<file path="src/hdl/rmv_pkg.sv">
`timescale 1ns / 1ps
`default_nettype none
// ----------------------------------------------------------------------------
// rmv_pkg
// types and fixed widths shared by the running mean and variance block
// ----------------------------------------------------------------------------
package rmv_pkg;

    localparam int SAMPLE_BITS = 24;
    localparam int FRAC_BITS   = 16;
    localparam int MEAN_BITS   = SAMPLE_BITS + FRAC_BITS;
    localparam int AD_BITS     = MEAN_BITS + 1;
    localparam int M2_BITS     = 64;
    localparam int M2_SHIFT    = 2 * FRAC_BITS - 4;
    localparam int CNT_IN_BITS = 21;
    localparam int TOTAL_BITS  = 21;
    localparam int SPREAD_BITS = 48;
    localparam int STDEV_BITS  = 32;
    localparam int VAR_SHIFT   = 12;
    localparam int DIV_BITS    = M2_BITS + VAR_SHIFT;
    localparam int SQRT_BITS   = DIV_BITS / 2;
    localparam int DIV_STEPS   = DIV_BITS;
    localparam int SQRT_STEPS  = SQRT_BITS;
    localparam int STEP_W      = $clog2(DIV_STEPS);
    localparam int IN_DATA_W   = 152;
    localparam int OUT_DATA_W  = 208;
    localparam int OUT_USER_W  = 2;

    typedef enum logic [16:0] {
        ST_IDLE  = 17'd1 << 0,
        ST_LOAD  = 17'd1 << 1,
        ST_MA_GO = 17'd1 << 2,
        ST_MA    = 17'd1 << 3,
        ST_DA_GO = 17'd1 << 4,
        ST_DA    = 17'd1 << 5,
        ST_MB_GO = 17'd1 << 6,
        ST_MB    = 17'd1 << 7,
        ST_MC_GO = 17'd1 << 8,
        ST_MC    = 17'd1 << 9,
        ST_FIN_A = 17'd1 << 10,
        ST_FIN_B = 17'd1 << 11,
        ST_DS_GO = 17'd1 << 12,
        ST_DS    = 17'd1 << 13,
        ST_SQ_GO = 17'd1 << 14,
        ST_SQ    = 17'd1 << 15,
        ST_DONE  = 17'd1 << 16
    } state_t;

    typedef enum logic [1:0] {
        MUL_DELTA_COUNT = 2'd0,
        MUL_DELTA_STEP  = 2'd1,
        MUL_BY_SEEN     = 2'd2
    } mul_sel_t;

    typedef enum logic {
        DIV_MEAN  = 1'b0,
        DIV_STATS = 1'b1
    } div_sel_t;

    typedef enum logic {
        OP_ADD   = 1'b0,
        OP_MERGE = 1'b1
    } op_t;

    typedef struct packed {
        logic     capture;
        logic     load;
        logic     mul_go;
        mul_sel_t mul_sel;
        logic     mul_step;
        logic     div_go;
        div_sel_t div_sel;
        logic     div_step;
        logic     div_clear;
        logic     sqrt_go;
        logic     sqrt_step;
        logic     fin_a;
        logic     fin_b;
        logic     out_load;
    } cmd_t;

    typedef struct packed {
        logic mul_done;
        logic refused;
        logic n_zero;
        logic few;
    } status_t;

endpackage

`default_nettype wire

</file>
<file path="src/hdl/rmv_ctrl.sv">
`timescale 1ns / 1ps
`default_nettype none
// ----------------------------------------------------------------------------
// rmv_ctrl
// sequencer stepping the shared multiplier, divider and square root
// ----------------------------------------------------------------------------
module rmv_ctrl
(
    input  wire logic            clk,
    input  wire logic            rst_n,
    input  wire logic            in_valid,
    output logic                 in_ready,
    output logic                 out_valid,
    input  wire logic            out_ready,
    output rmv_pkg::cmd_t        cmd,
    input  wire rmv_pkg::status_t stat
);
    import rmv_pkg::*;

    state_t            state_reg, state_next;
    logic [STEP_W-1:0] step_reg, step_next;
    logic              out_valid_reg, out_valid_next;

    assign in_ready  = (state_reg == ST_IDLE);
    assign out_valid = out_valid_reg;

    always_comb
    begin
        state_next     = state_reg;
        step_next      = step_reg;
        out_valid_next = out_valid_reg;
        cmd            = '0;
        if (out_valid_reg && out_ready)
        begin
            out_valid_next = 1'b0;
        end
        unique case (state_reg)
            ST_IDLE:
            begin
                if (in_valid)
                begin
                    cmd.capture = 1'b1;
                    state_next  = ST_LOAD;
                end
            end
            ST_LOAD:
            begin
                cmd.load   = 1'b1;
                state_next = ST_MA_GO;
            end
            ST_MA_GO:
            begin
                if (stat.refused)
                begin
                    state_next = ST_DS_GO;
                end
                else
                begin
                    cmd.mul_go  = 1'b1;
                    cmd.mul_sel = MUL_DELTA_COUNT;
                    state_next  = ST_MA;
                end
            end
            ST_MA:
            begin
                if (stat.mul_done)
                begin
                    state_next = ST_DA_GO;
                end
                else
                begin
                    cmd.mul_step = 1'b1;
                end
            end
            ST_DA_GO:
            begin
                step_next = '0;
                if (stat.n_zero)
                begin
                    state_next = ST_MB_GO;
                end
                else
                begin
                    cmd.div_go  = 1'b1;
                    cmd.div_sel = DIV_MEAN;
                    state_next  = ST_DA;
                end
            end
            ST_DA:
            begin
                cmd.div_step = 1'b1;
                step_next    = step_reg + STEP_W'(1);
                if (step_reg == STEP_W'(DIV_STEPS - 1))
                begin
                    state_next = ST_MB_GO;
                end
            end
            ST_MB_GO:
            begin
                cmd.mul_go  = 1'b1;
                cmd.mul_sel = MUL_DELTA_STEP;
                state_next  = ST_MB;
            end
            ST_MB:
            begin
                if (stat.mul_done)
                begin
                    state_next = ST_MC_GO;
                end
                else
                begin
                    cmd.mul_step = 1'b1;
                end
            end
            ST_MC_GO:
            begin
                cmd.mul_go  = 1'b1;
                cmd.mul_sel = MUL_BY_SEEN;
                state_next  = ST_MC;
            end
            ST_MC:
            begin
                if (stat.mul_done)
                begin
                    state_next = ST_FIN_A;
                end
                else
                begin
                    cmd.mul_step = 1'b1;
                end
            end
            ST_FIN_A:
            begin
                cmd.fin_a  = 1'b1;
                state_next = ST_FIN_B;
            end
            ST_FIN_B:
            begin
                cmd.fin_b  = 1'b1;
                state_next = ST_DS_GO;
            end
            ST_DS_GO:
            begin
                step_next = '0;
                if (stat.few)
                begin
                    state_next = ST_DONE;
                end
                else
                begin
                    cmd.div_go  = 1'b1;
                    cmd.div_sel = DIV_STATS;
                    state_next  = ST_DS;
                end
            end
            ST_DS:
            begin
                cmd.div_step = 1'b1;
                step_next    = step_reg + STEP_W'(1);
                if (step_reg == STEP_W'(DIV_STEPS - 1))
                begin
                    state_next = ST_SQ_GO;
                end
            end
            ST_SQ_GO:
            begin
                step_next   = '0;
                cmd.sqrt_go = 1'b1;
                state_next  = ST_SQ;
            end
            ST_SQ:
            begin
                cmd.sqrt_step = 1'b1;
                step_next     = step_reg + STEP_W'(1);
                if (step_reg == STEP_W'(SQRT_STEPS - 1))
                begin
                    state_next = ST_DONE;
                end
            end
            ST_DONE:
            begin
                if (!out_valid_reg || out_ready)
                begin
                    cmd.out_load   = 1'b1;
                    out_valid_next = 1'b1;
                    state_next     = ST_IDLE;
                end
            end
            default:
            begin
                state_next = ST_IDLE;
            end
        endcase
    end

    always_ff @(posedge clk or negedge rst_n)
    begin
        if (!rst_n)
        begin
            state_reg     <= ST_IDLE;
            step_reg      <= '0;
            out_valid_reg <= 1'b0;
        end
        else
        begin
            state_reg     <= state_next;
            step_reg      <= step_next;
            out_valid_reg <= out_valid_next;
        end
    end

endmodule

`default_nettype wire

</file>
<file path="src/hdl/rmv_datapath.sv">
`timescale 1ns / 1ps
`default_nettype none
// ----------------------------------------------------------------------------
// rmv_datapath
// running state, shift-add multiplier, restoring divider and square root
// ----------------------------------------------------------------------------
module rmv_datapath
#(
    parameter int COUNT_BITS = 20,
    parameter int CW         = COUNT_BITS + 1,
    parameter int NW         = ((CW > 21) ? CW : 21) + 1
)
(
    input  wire logic                          clk,
    input  wire logic                          rst_n,
    input  wire rmv_pkg::cmd_t                 cmd,
    output rmv_pkg::status_t                   stat,
    input  wire logic [rmv_pkg::IN_DATA_W-1:0] in_data,
    input  wire logic                          in_op,
    output logic [rmv_pkg::OUT_DATA_W-1:0]     out_data,
    output logic [rmv_pkg::OUT_USER_W-1:0]     out_user
);
    import rmv_pkg::*;

    localparam int PW  = (2 * AD_BITS + CW > M2_SHIFT + M2_BITS + 1)
                         ? 2 * AD_BITS + CW : M2_SHIFT + M2_BITS + 1;
    localparam int SRW = SQRT_BITS + 1;

    // running state
    logic [CW-1:0]             seen_reg;
    logic signed [MEAN_BITS-1:0] mean_reg;
    logic [M2_BITS-1:0]        m2_reg;

    // incoming partial
    logic [NW-1:0]             nb_reg;
    logic signed [MEAN_BITS-1:0] mb_reg;
    logic [M2_BITS-1:0]        m2b_reg;
    logic [AD_BITS-1:0]        ad_reg;
    logic                      neg_reg;
    logic [NW-1:0]             n_reg;
    logic                      refused_reg;

    // multiplier
    logic [PW-1:0]             mcand_reg;
    logic [AD_BITS-1:0]        mplier_reg;
    logic [PW-1:0]             acc_reg;

    // divider
    logic [DIV_BITS-1:0]       num_reg;
    logic [DIV_BITS-1:0]       quot_reg;
    logic [NW-1:0]             den_reg;
    logic [NW-1:0]             rem_reg;

    // square root
    logic [DIV_BITS-1:0]       rad_reg;
    logic [SQRT_BITS-1:0]      root_reg;
    logic [SRW-1:0]            srem_reg;

    // merge finish
    logic [M2_BITS-1:0]        term_reg;
    logic                      tovf_reg;
    logic [M2_BITS:0]          sum_reg;

    logic [OUT_DATA_W-1:0]     out_data_reg;
    logic [OUT_USER_W-1:0]     out_user_reg;

    logic [SAMPLE_BITS-1:0]    in_sample;
    logic [CNT_IN_BITS-1:0]    in_count;
    logic [MEAN_BITS-1:0]      in_mean;
    logic [M2_BITS-1:0]        in_m2;
    logic signed [AD_BITS-1:0] delta;
    logic [NW-1:0]             n_sum;
    logic [NW:0]               div_trial;
    logic                      div_ge;
    logic [SRW+1:0]            sq_r2;
    logic [SRW+1:0]            sq_trial;
    logic                      sq_ge;
    logic [PW:0]               rnd;
    logic [M2_BITS:0]          tot;
    logic [AD_BITS-1:0]        t_val;
    logic [AD_BITS-1:0]        mean_new;
    logic                      few;
    logic [SPREAD_BITS-1:0]    spread;
    logic [STDEV_BITS-1:0]     sd;

    assign in_sample = in_data[SAMPLE_BITS-1:0];
    assign in_count  = in_data[SAMPLE_BITS +: CNT_IN_BITS];
    assign in_mean   = in_data[SAMPLE_BITS + CNT_IN_BITS +: MEAN_BITS];
    assign in_m2     = in_data[SAMPLE_BITS + CNT_IN_BITS + MEAN_BITS +: M2_BITS];

    assign delta = AD_BITS'(mb_reg) - AD_BITS'(mean_reg);
    assign n_sum = NW'(seen_reg) + nb_reg;

    assign div_trial = {rem_reg, num_reg[DIV_BITS-1]};
    assign div_ge    = (div_trial >= {1'b0, den_reg});

    assign sq_r2    = {srem_reg, rad_reg[DIV_BITS-1 -: 2]};
    assign sq_trial = (SRW + 2)'({root_reg, 2'b01});
    assign sq_ge    = (sq_r2 >= sq_trial);

    assign rnd      = (PW + 1)'(acc_reg) + ((PW + 1)'(1) << (M2_SHIFT - 1));
    assign tot      = {1'b0, sum_reg[M2_BITS-1:0]} + {1'b0, term_reg};
    assign t_val    = quot_reg[AD_BITS-1:0];
    assign mean_new = neg_reg ? AD_BITS'(mean_reg) - t_val : AD_BITS'(mean_reg) + t_val;

    assign few = (seen_reg < CW'(2));

    always_comb
    begin
        if (few)
        begin
            spread = '0;
        end
        else if (|quot_reg[DIV_BITS-1:SPREAD_BITS + 16])
        begin
            spread = '1;
        end
        else
        begin
            spread = quot_reg[SPREAD_BITS + 15:16];
        end
        if (few)
        begin
            sd = '0;
        end
        else if (|root_reg[SQRT_BITS-1:STDEV_BITS])
        begin
            sd = '1;
        end
        else
        begin
            sd = root_reg[STDEV_BITS-1:0];
        end
    end

    assign stat.mul_done = (mplier_reg == '0);
    assign stat.refused  = refused_reg;
    assign stat.n_zero   = (n_reg == '0);
    assign stat.few      = few;

    assign out_data = out_data_reg;
    assign out_user = out_user_reg;

    always_ff @(posedge clk or negedge rst_n)
    begin
        if (!rst_n)
        begin
            seen_reg    <= '0;
            mean_reg    <= '0;
            m2_reg      <= '0;
            refused_reg <= 1'b0;
        end
        else
        begin
            if (cmd.load)
            begin
                refused_reg <= (n_sum > (NW'(1) << COUNT_BITS));
            end
            if (cmd.fin_b)
            begin
                if (sum_reg[M2_BITS] || tovf_reg || tot[M2_BITS])
                begin
                    refused_reg <= 1'b1;
                end
                else
                begin
                    seen_reg <= n_reg[CW-1:0];
                    mean_reg <= mean_new[MEAN_BITS-1:0];
                    m2_reg   <= tot[M2_BITS-1:0];
                end
            end
        end
    end

    always_ff @(posedge clk)
    begin
        if (cmd.capture)
        begin
            if (in_op == OP_ADD)
            begin
                nb_reg  <= NW'(1);
                mb_reg  <= {in_sample, {FRAC_BITS{1'b0}}};
                m2b_reg <= '0;
            end
            else
            begin
                nb_reg  <= NW'(in_count);
                mb_reg  <= in_mean;
                m2b_reg <= in_m2;
            end
        end
        if (cmd.load)
        begin
            neg_reg  <= delta[AD_BITS-1];
            ad_reg   <= delta[AD_BITS-1] ? AD_BITS'(-delta) : AD_BITS'(delta);
            n_reg    <= n_sum;
            quot_reg <= '0;
        end
        if (cmd.mul_go)
        begin
            acc_reg <= '0;
            case (cmd.mul_sel)
                MUL_DELTA_COUNT:
                begin
                    mcand_reg  <= PW'(ad_reg);
                    mplier_reg <= AD_BITS'(nb_reg);
                end
                MUL_DELTA_STEP:
                begin
                    mcand_reg  <= PW'(ad_reg);
                    mplier_reg <= t_val;
                end
                default:
                begin
                    mcand_reg  <= acc_reg;
                    mplier_reg <= AD_BITS'(seen_reg);
                end
            endcase
        end
        else if (cmd.mul_step)
        begin
            if (mplier_reg[0])
            begin
                acc_reg <= acc_reg + mcand_reg;
            end
            mcand_reg  <= {mcand_reg[PW-2:0], 1'b0};
            mplier_reg <= {1'b0, mplier_reg[AD_BITS-1:1]};
        end
        if (cmd.div_go)
        begin
            rem_reg  <= '0;
            quot_reg <= '0;
            if (cmd.div_sel == DIV_MEAN)
            begin
                num_reg <= DIV_BITS'(acc_reg + PW'(n_reg >> 1));
                den_reg <= n_reg;
            end
            else
            begin
                num_reg <= {m2_reg, {VAR_SHIFT{1'b0}}};
                den_reg <= NW'(seen_reg - CW'(1));
            end
        end
        else if (cmd.div_step)
        begin
            rem_reg  <= div_ge ? NW'(div_trial - {1'b0, den_reg}) : div_trial[NW-1:0];
            num_reg  <= {num_reg[DIV_BITS-2:0], 1'b0};
            quot_reg <= {quot_reg[DIV_BITS-2:0], div_ge};
        end
        if (cmd.sqrt_go)
        begin
            rad_reg  <= quot_reg;
            root_reg <= '0;
            srem_reg <= '0;
        end
        else if (cmd.sqrt_step)
        begin
            srem_reg <= sq_ge ? SRW'(sq_r2 - sq_trial) : sq_r2[SRW-1:0];
            root_reg <= {root_reg[SQRT_BITS-2:0], sq_ge};
            rad_reg  <= {rad_reg[DIV_BITS-3:0], 2'b00};
        end
        if (cmd.fin_a)
        begin
            term_reg <= rnd[M2_SHIFT +: M2_BITS];
            tovf_reg <= |rnd[PW:M2_SHIFT + M2_BITS];
            sum_reg  <= {1'b0, m2_reg} + {1'b0, m2b_reg};
        end
        if (cmd.out_load)
        begin
            out_data_reg <= OUT_DATA_W'({sd, spread, m2_reg, mean_reg, TOTAL_BITS'(seen_reg)});
            out_user_reg <= {refused_reg, few};
        end
    end

endmodule

`default_nettype wire

</file>
<file path="src/hdl/running_mean_variance.sv">
`timescale 1ns / 1ps
`default_nettype none
// ----------------------------------------------------------------------------
// running_mean_variance
// welford running mean, m2, sample variance and deviation over a stream
// ----------------------------------------------------------------------------
// One item at a time. An item runs through three shift-add multiplications
// of one multiplier bit a cycle (count, step and seen count wide), two
// 76-step restoring divisions and a 38-step square root, all on shared
// units stepped by the controller. An item that is refused for count
// overflow skips the merge arithmetic; fewer than two samples skip the
// variance and square root. The next item is taken while the last result
// still waits in the output register.
module running_mean_variance
#(
    parameter int COUNT_BITS = 20
)
(
    input  wire logic          clk,
    input  wire logic          rst_n,
    input  wire logic          s_axis_tvalid,
    output logic               s_axis_tready,
    // sample, other_count, other_mean, other_m2
    input  wire logic [151:0]  s_axis_tdata,
    // op
    input  wire logic [0:0]    s_axis_tuser,
    output logic               m_axis_tvalid,
    input  wire logic          m_axis_tready,
    // total, average, sq_dev_sum, spread, std_dev
    output logic [207:0]       m_axis_tdata,
    // too_few, overflow
    output logic [1:0]         m_axis_tuser
);
    import rmv_pkg::*;

    cmd_t    cmd;
    status_t stat;

    rmv_ctrl u_ctrl
    (
        .clk       (clk),
        .rst_n     (rst_n),
        .in_valid  (s_axis_tvalid),
        .in_ready  (s_axis_tready),
        .out_valid (m_axis_tvalid),
        .out_ready (m_axis_tready),
        .cmd       (cmd),
        .stat      (stat)
    );

    rmv_datapath #(.COUNT_BITS(COUNT_BITS)) u_datapath
    (
        .clk      (clk),
        .rst_n    (rst_n),
        .cmd      (cmd),
        .stat     (stat),
        .in_data  (s_axis_tdata),
        .in_op    (s_axis_tuser[0]),
        .out_data (m_axis_tdata),
        .out_user (m_axis_tuser)
    );

endmodule

`default_nettype wire
</file>
<file path="config.mk">
export PLATFORM = sky130hd
export DESIGN_NAME = running_mean_variance
export DESIGN_NICKNAME = d
export VERILOG_FILES = /design/src/hdl/rmv_pkg.sv /design/src/hdl/rmv_ctrl.sv /design/src/hdl/rmv_datapath.sv /design/src/hdl/running_mean_variance.sv
export SDC_FILE = /design/constraint.sdc
export NUM_CORES = 2
export LEC_CHECK = 0
export CELL_PAD_IN_SITES_DETAIL_PLACEMENT = 0
export CELL_PAD_IN_SITES_GLOBAL_PLACEMENT = 1
export CORE_MARGIN = 4
export CORE_UTILIZATION = 35
export DETAILED_ROUTE_END_ITERATION = 8
export DONT_BUFFER_PORTS = 1
export PLACE_DENSITY = 0.68
export SLEW_MARGIN = 25
export SYNTH_ARGS = -nofsm -noshare
export SYNTH_HDL_FRONTEND = slang
export SYNTH_SLANG_ARGS = --single-unit
</file>
<file path="constraint.sdc">
create_clock -name clk -period 33.8 [get_ports clk]
set_input_delay 5.07 -clock clk [delete_from_list [all_inputs] [get_ports clk]]
set_output_delay 5.07 -clock clk [all_outputs]
set_load 0.005 [all_outputs]
</file>
# Word-level counts from Yosys, hierarchy flattened
# Index checks and enable logic that the tools add are counted.
# classes
n_addsub	14
n_lt_le_gt_ge	4
n_eq_ne	28
mux	57
bitwise_logic	1
n_reduce_logical	24
# op_table
operator	count
76-bit two-way mux	7
103-bit two-way mux	3
17-bit case mux with 17 select lines	1
17-bit two-way mux	9
64-bit by 64-bit adder with 65-bit output	2
40-bit two-way mux	3
103-bit by 28-bit adder with 104-bit output (second input constant)	1
103-bit adder	1
41-bit two-way mux	2
41-bit case mux with 2 select lines	1
76-bit by 21-bit adder with 76-bit output	1
48-bit two-way mux	1
22-bit two-way mux	2
41-bit by 40-bit >= comparator with 1-bit output	1
41-bit logical NOT	1
41-bit negation	1
40-bit by 40-bit subtractor with 41-bit output	1
40-bit adder	1
40-bit subtractor	1
39-bit two-way mux	1
39-bit subtractor	1
32-bit two-way mux	1
12-bit OR reduction	2
23-bit by 22-bit >= comparator with 1-bit output	1
48 further kinds	82
# totals
reg_bits	1274
input_bits	157
out_inout_bits	212
wordCells	160

# Depth between registers and ports, before layout
# logic_depth
word_depth	6
depth_mapped	23
ltp_nobuf	23

# Hierarchy
# A second synthesis with hierarchy kept.
# hier_totals
cells_unflattened	7674
hier_area_um2	74911.8
# modules_own_cells
mod	instances	cells_per_inst	area_per_inst_um2	seq_area_each_um2
rmv_datapath	1	7508	73322.8	34062.7
rmv_ctrl	1	166	1589.0	626.9

# Worst setup path after synthesis
# OpenSTA, ideal clock, no wires.
# synth_path
path_type	in2reg
from	in s_axis_tvalid
to	reg u_datapath.m2b_reg[0], enable pin
setup_ps	915
arrival_ps	16808
t_required_ps	32885
path_slack_ps	16077
cell_stages	2
n_path_buf	0
path_cell_list	inv_1 -> nor4_1
# synth_lines
element	line	rtl
from (decl)	running_mean_variance.sv:21	input wire logic s_axis_tvalid,
to (signal assigned)	rmv_datapath.sv:189	m2b_reg <= in_m2;
to (decl)	rmv_datapath.sv:37	logic [M2_BITS-1:0] m2b_reg;

# Worst setup path after layout
# layout_path
from	reg u_ctrl.state_reg[3]
to	out s_axis_tready
# layout_between
elab_chain_len	1
# layout_rtl
element	line	rtl
from (decl)	rmv_ctrl.sv:20	state_t state_reg, state_next;
from (signal assigned)	rmv_ctrl.sv:206	state_reg <= state_next;
17-bit by 1-bit equality test with 1-bit output	rmv_ctrl.sv:24	assign in_ready = (state_reg == ST_IDLE);
to (decl)	running_mean_variance.sv:22	output logic s_axis_tready,
# No other way between the ends.

==> results.md <==
* Final hold violations at 0
* Initial core utilization at 35.16%
* Via count at 55790
* CTS Buffer Depth at 3
* Post-synthesis register bit count at 1273
* Yosys top cell area share at 34.43%
* Most frequent cells in the layout: 844 x edfxtp_1, 730 x nand2_1, 608 x a21oi_1
* Fin crit period at 8.052 ns
* Number of synthesized flops with an enable pin at 844
* Drt initial violations at 4486
* Max-Cap Viols at 0
* Die extent in y at 466.6 um
* Largest net degree at the start of global routing at 152
* WL per Instance at 21.09 um
* CP arrival at 2.98 ns
* Worst-Margin Slew at 1.061 ns
* Ratio of cells with drive above 1 in the final layout at 7.012%
* Synth unique cells at 95
* Hpwl dp at 156.2 mm
* Via/cell ratio at 5.463
* Sequential area share after synthesis at 47.13%
* Main synth FF type: edfxtp_1
* TritonCTS clock tree: done
* Crit path launch type: register
* Final Slew Violations at 0
* Routed WL at 215.4 mm
* ANT nets after route at 0
* Full die area at 217700 sq um
* Inserted Clock Buffers at 152
* Htree depth at 4
* Worst vdd ir at 0.05343 mV
* Critical path fanouts, max at 6
* Post-Syn Area at 73600 sq um
* Cell taking the most area after synthesis: edfxtp_1
* RSZ-0062 raised after global routing: false
* Max-slew headroom at the worst pin at 28.63%
* Total number of yosys warnings at 0
* First-pass iteration count of the detailed router at 6
* Worst EP required at 28.73 ns
* Root Driver: clkbuf_16
* Worst-Skew Late Latency at 0.83 ns
* Count of input and output buffers at 0
* WS Path Type: reg2out
* Overflow left after global routing at 0
* Post-layout nets at 7856
* Synth Instances at 7446
* Io pins at 369
* Die Width at 466.6 um
* Hold Crit Class: reg2reg
* Ranking of synthesized cells by area: edfxtp_1 34%, dfxtp_1 7.6%, ha_1 7.1%
* Routability cong. at 0.9091
* Residual DRC at 0
* Post-CTS Setup Repair Bufs at 0
* Synth-to-Final Area Change at 10.80%
* Pleak at 31.17 nW
* Via count of the first global-routing pass at 53770
* CTS resizes at 0
* Outcome: finished clean
* Mapped Avg Cell Area at 9.885 sq um
* Largest register FFs at 205
* Total GRT Usage at 19.16%
* Sink Count at 1273
* CTS Hold Buffers Added at 0
* Total negative setup slack at 0 ns
* First-pass GRT wire length at 328.2 mm
* Setup-failing EPs final at 0
* Most common cell after layout, fill and taps aside: edfxtp_1
* Clk_skew at 0.05768 ns
* Asr flop ratio synth at 11.86%
* Clk slew on worst S/H paths at 0.06 ns
* Layout Utilization at 38.95%
* Critical Path End Type: primary output
* Row Count at 168
* Antenna violations before repair at 12
* Crit share post-route at 23.82%
* Fmax at 124.2 MHz
* Pwr per Cell Area at 62.30 nW/um^2
* CORE AREA at 209400 sq um
## synthesized netlist by cell type, drive strengths merged (28+ instances only)
cell	number
a211oi	39
a21boi	28
a21o	231
a21oi	610
a22o	152
a22oi	64
a31oi	107
and2	138
and3	77
buf	43
clkbuf	350
dfrtp	150
dfxtp	278
edfxtp	844
ha	419
inv	243
mux2	130
mux2i	71
nand2	734
nand2b	62
nand3	152
nand4	103
nor2	528
nor2b	44
nor3	126
nor4	60
o21a	55
o21ai	551
o21bai	72
o31ai	39
or2	34
or3	45
xnor2	355
xor2	219
## layer usage
metal	routed length (um)	vias to the layer above	track usage [%]
li1	-	26990	-
met1	99650	27120	26.62
met4	5389	6	5.256
met2	98200	1414	30.78
met5	41	-	0
met3	12120	262	3.304
## per-stage QoR
| stage | total power, mW | cell area [sq um] | hold WS, ns | setup slack [ns] | std cells |
|---|---|---|---|---|---|
| after floorplan | 3.062 | 73610 | 0.4207 | 16.08 | 7448 |
| after global placement | 3.415 | 76330 | 0.4335 | 26.25 | 9919 |
| after detailed placement | 3.428 | 76360 | 0.4369 | 26.12 | 9921 |
| after CTS | 5.126 | 81480 | 0.4552 | 25.63 | 10210 |
| after global routing | 5.367 | 81540 | 0.4690 | 25.51 | 10210 |
| final | 5.081 | 81550 | 0.4496 | 25.75 | 10210 |
## critical path, cell delays in order, from the launching register on
cell and delay, ns:
dfrtp_1 0.43, or3_1 0.42, nor3_1 0.45, and3_1 0.29, nand2_1 0.19, nor3_2 0.43
## cell families (layout without fill, tap and decap cells)
kind of cell,after synthesis,in the layout,synth area share [%]
mux,201,201,2.954
fa+ha+maj,427,427,7.340
flops,1273,1273,47.13
buf+inv,636,590,3.284
xor+xnor,574,574,6.830
simple gates,2194,2194,14.14
other cells,1,8,0.005095
compound gates,2140,2140,18.32
## area by class of cell
cell class                 count  area [sq um]
antenna                        5         12.51
clock buffer                 206          4168
clock inverter                78         945.9
fill                       20670        127800
inverter                     243         913.4
multi-input combinational   5539         36740
sequential                  1273         34690
tap                         2805          3510
timing repair buffer          63         574.3
## power breakdown
part           internal, mW  total (mW)  switching (mW)
Sequential             1.86        2.08           0.215
Clock                 0.952        1.67           0.715
Combinational         0.523        1.33           0.812
Total                  3.34        5.08            1.74
## worst paths after layout
| kind | start | end | slack [ns] | cells past startpoint |
|---|---|---|---|---|
| hold reg to reg | u_datapath.root_reg[26] | u_datapath.root_reg[26] | 0.45 | 2 |
| hold / removal | u_datapath.root_reg[26] | u_datapath.root_reg[26] | 0.45 | 2 |
| min in group asynchronous | rst_n | u_datapath.mean_reg[16] | 3.97 | 0 |
| setup reg to reg | u_datapath.term_reg[15] | u_datapath.seen_reg[9] | 27.80 | 15 |
| max in group asynchronous | rst_n | u_datapath.m2_reg[52] | 29.31 | 0 |
| setup / recovery | u_ctrl.state_reg[3] | s_axis_tready | 25.75 | 5 |
Note: power is estimated with default switching activity, not from simulation.
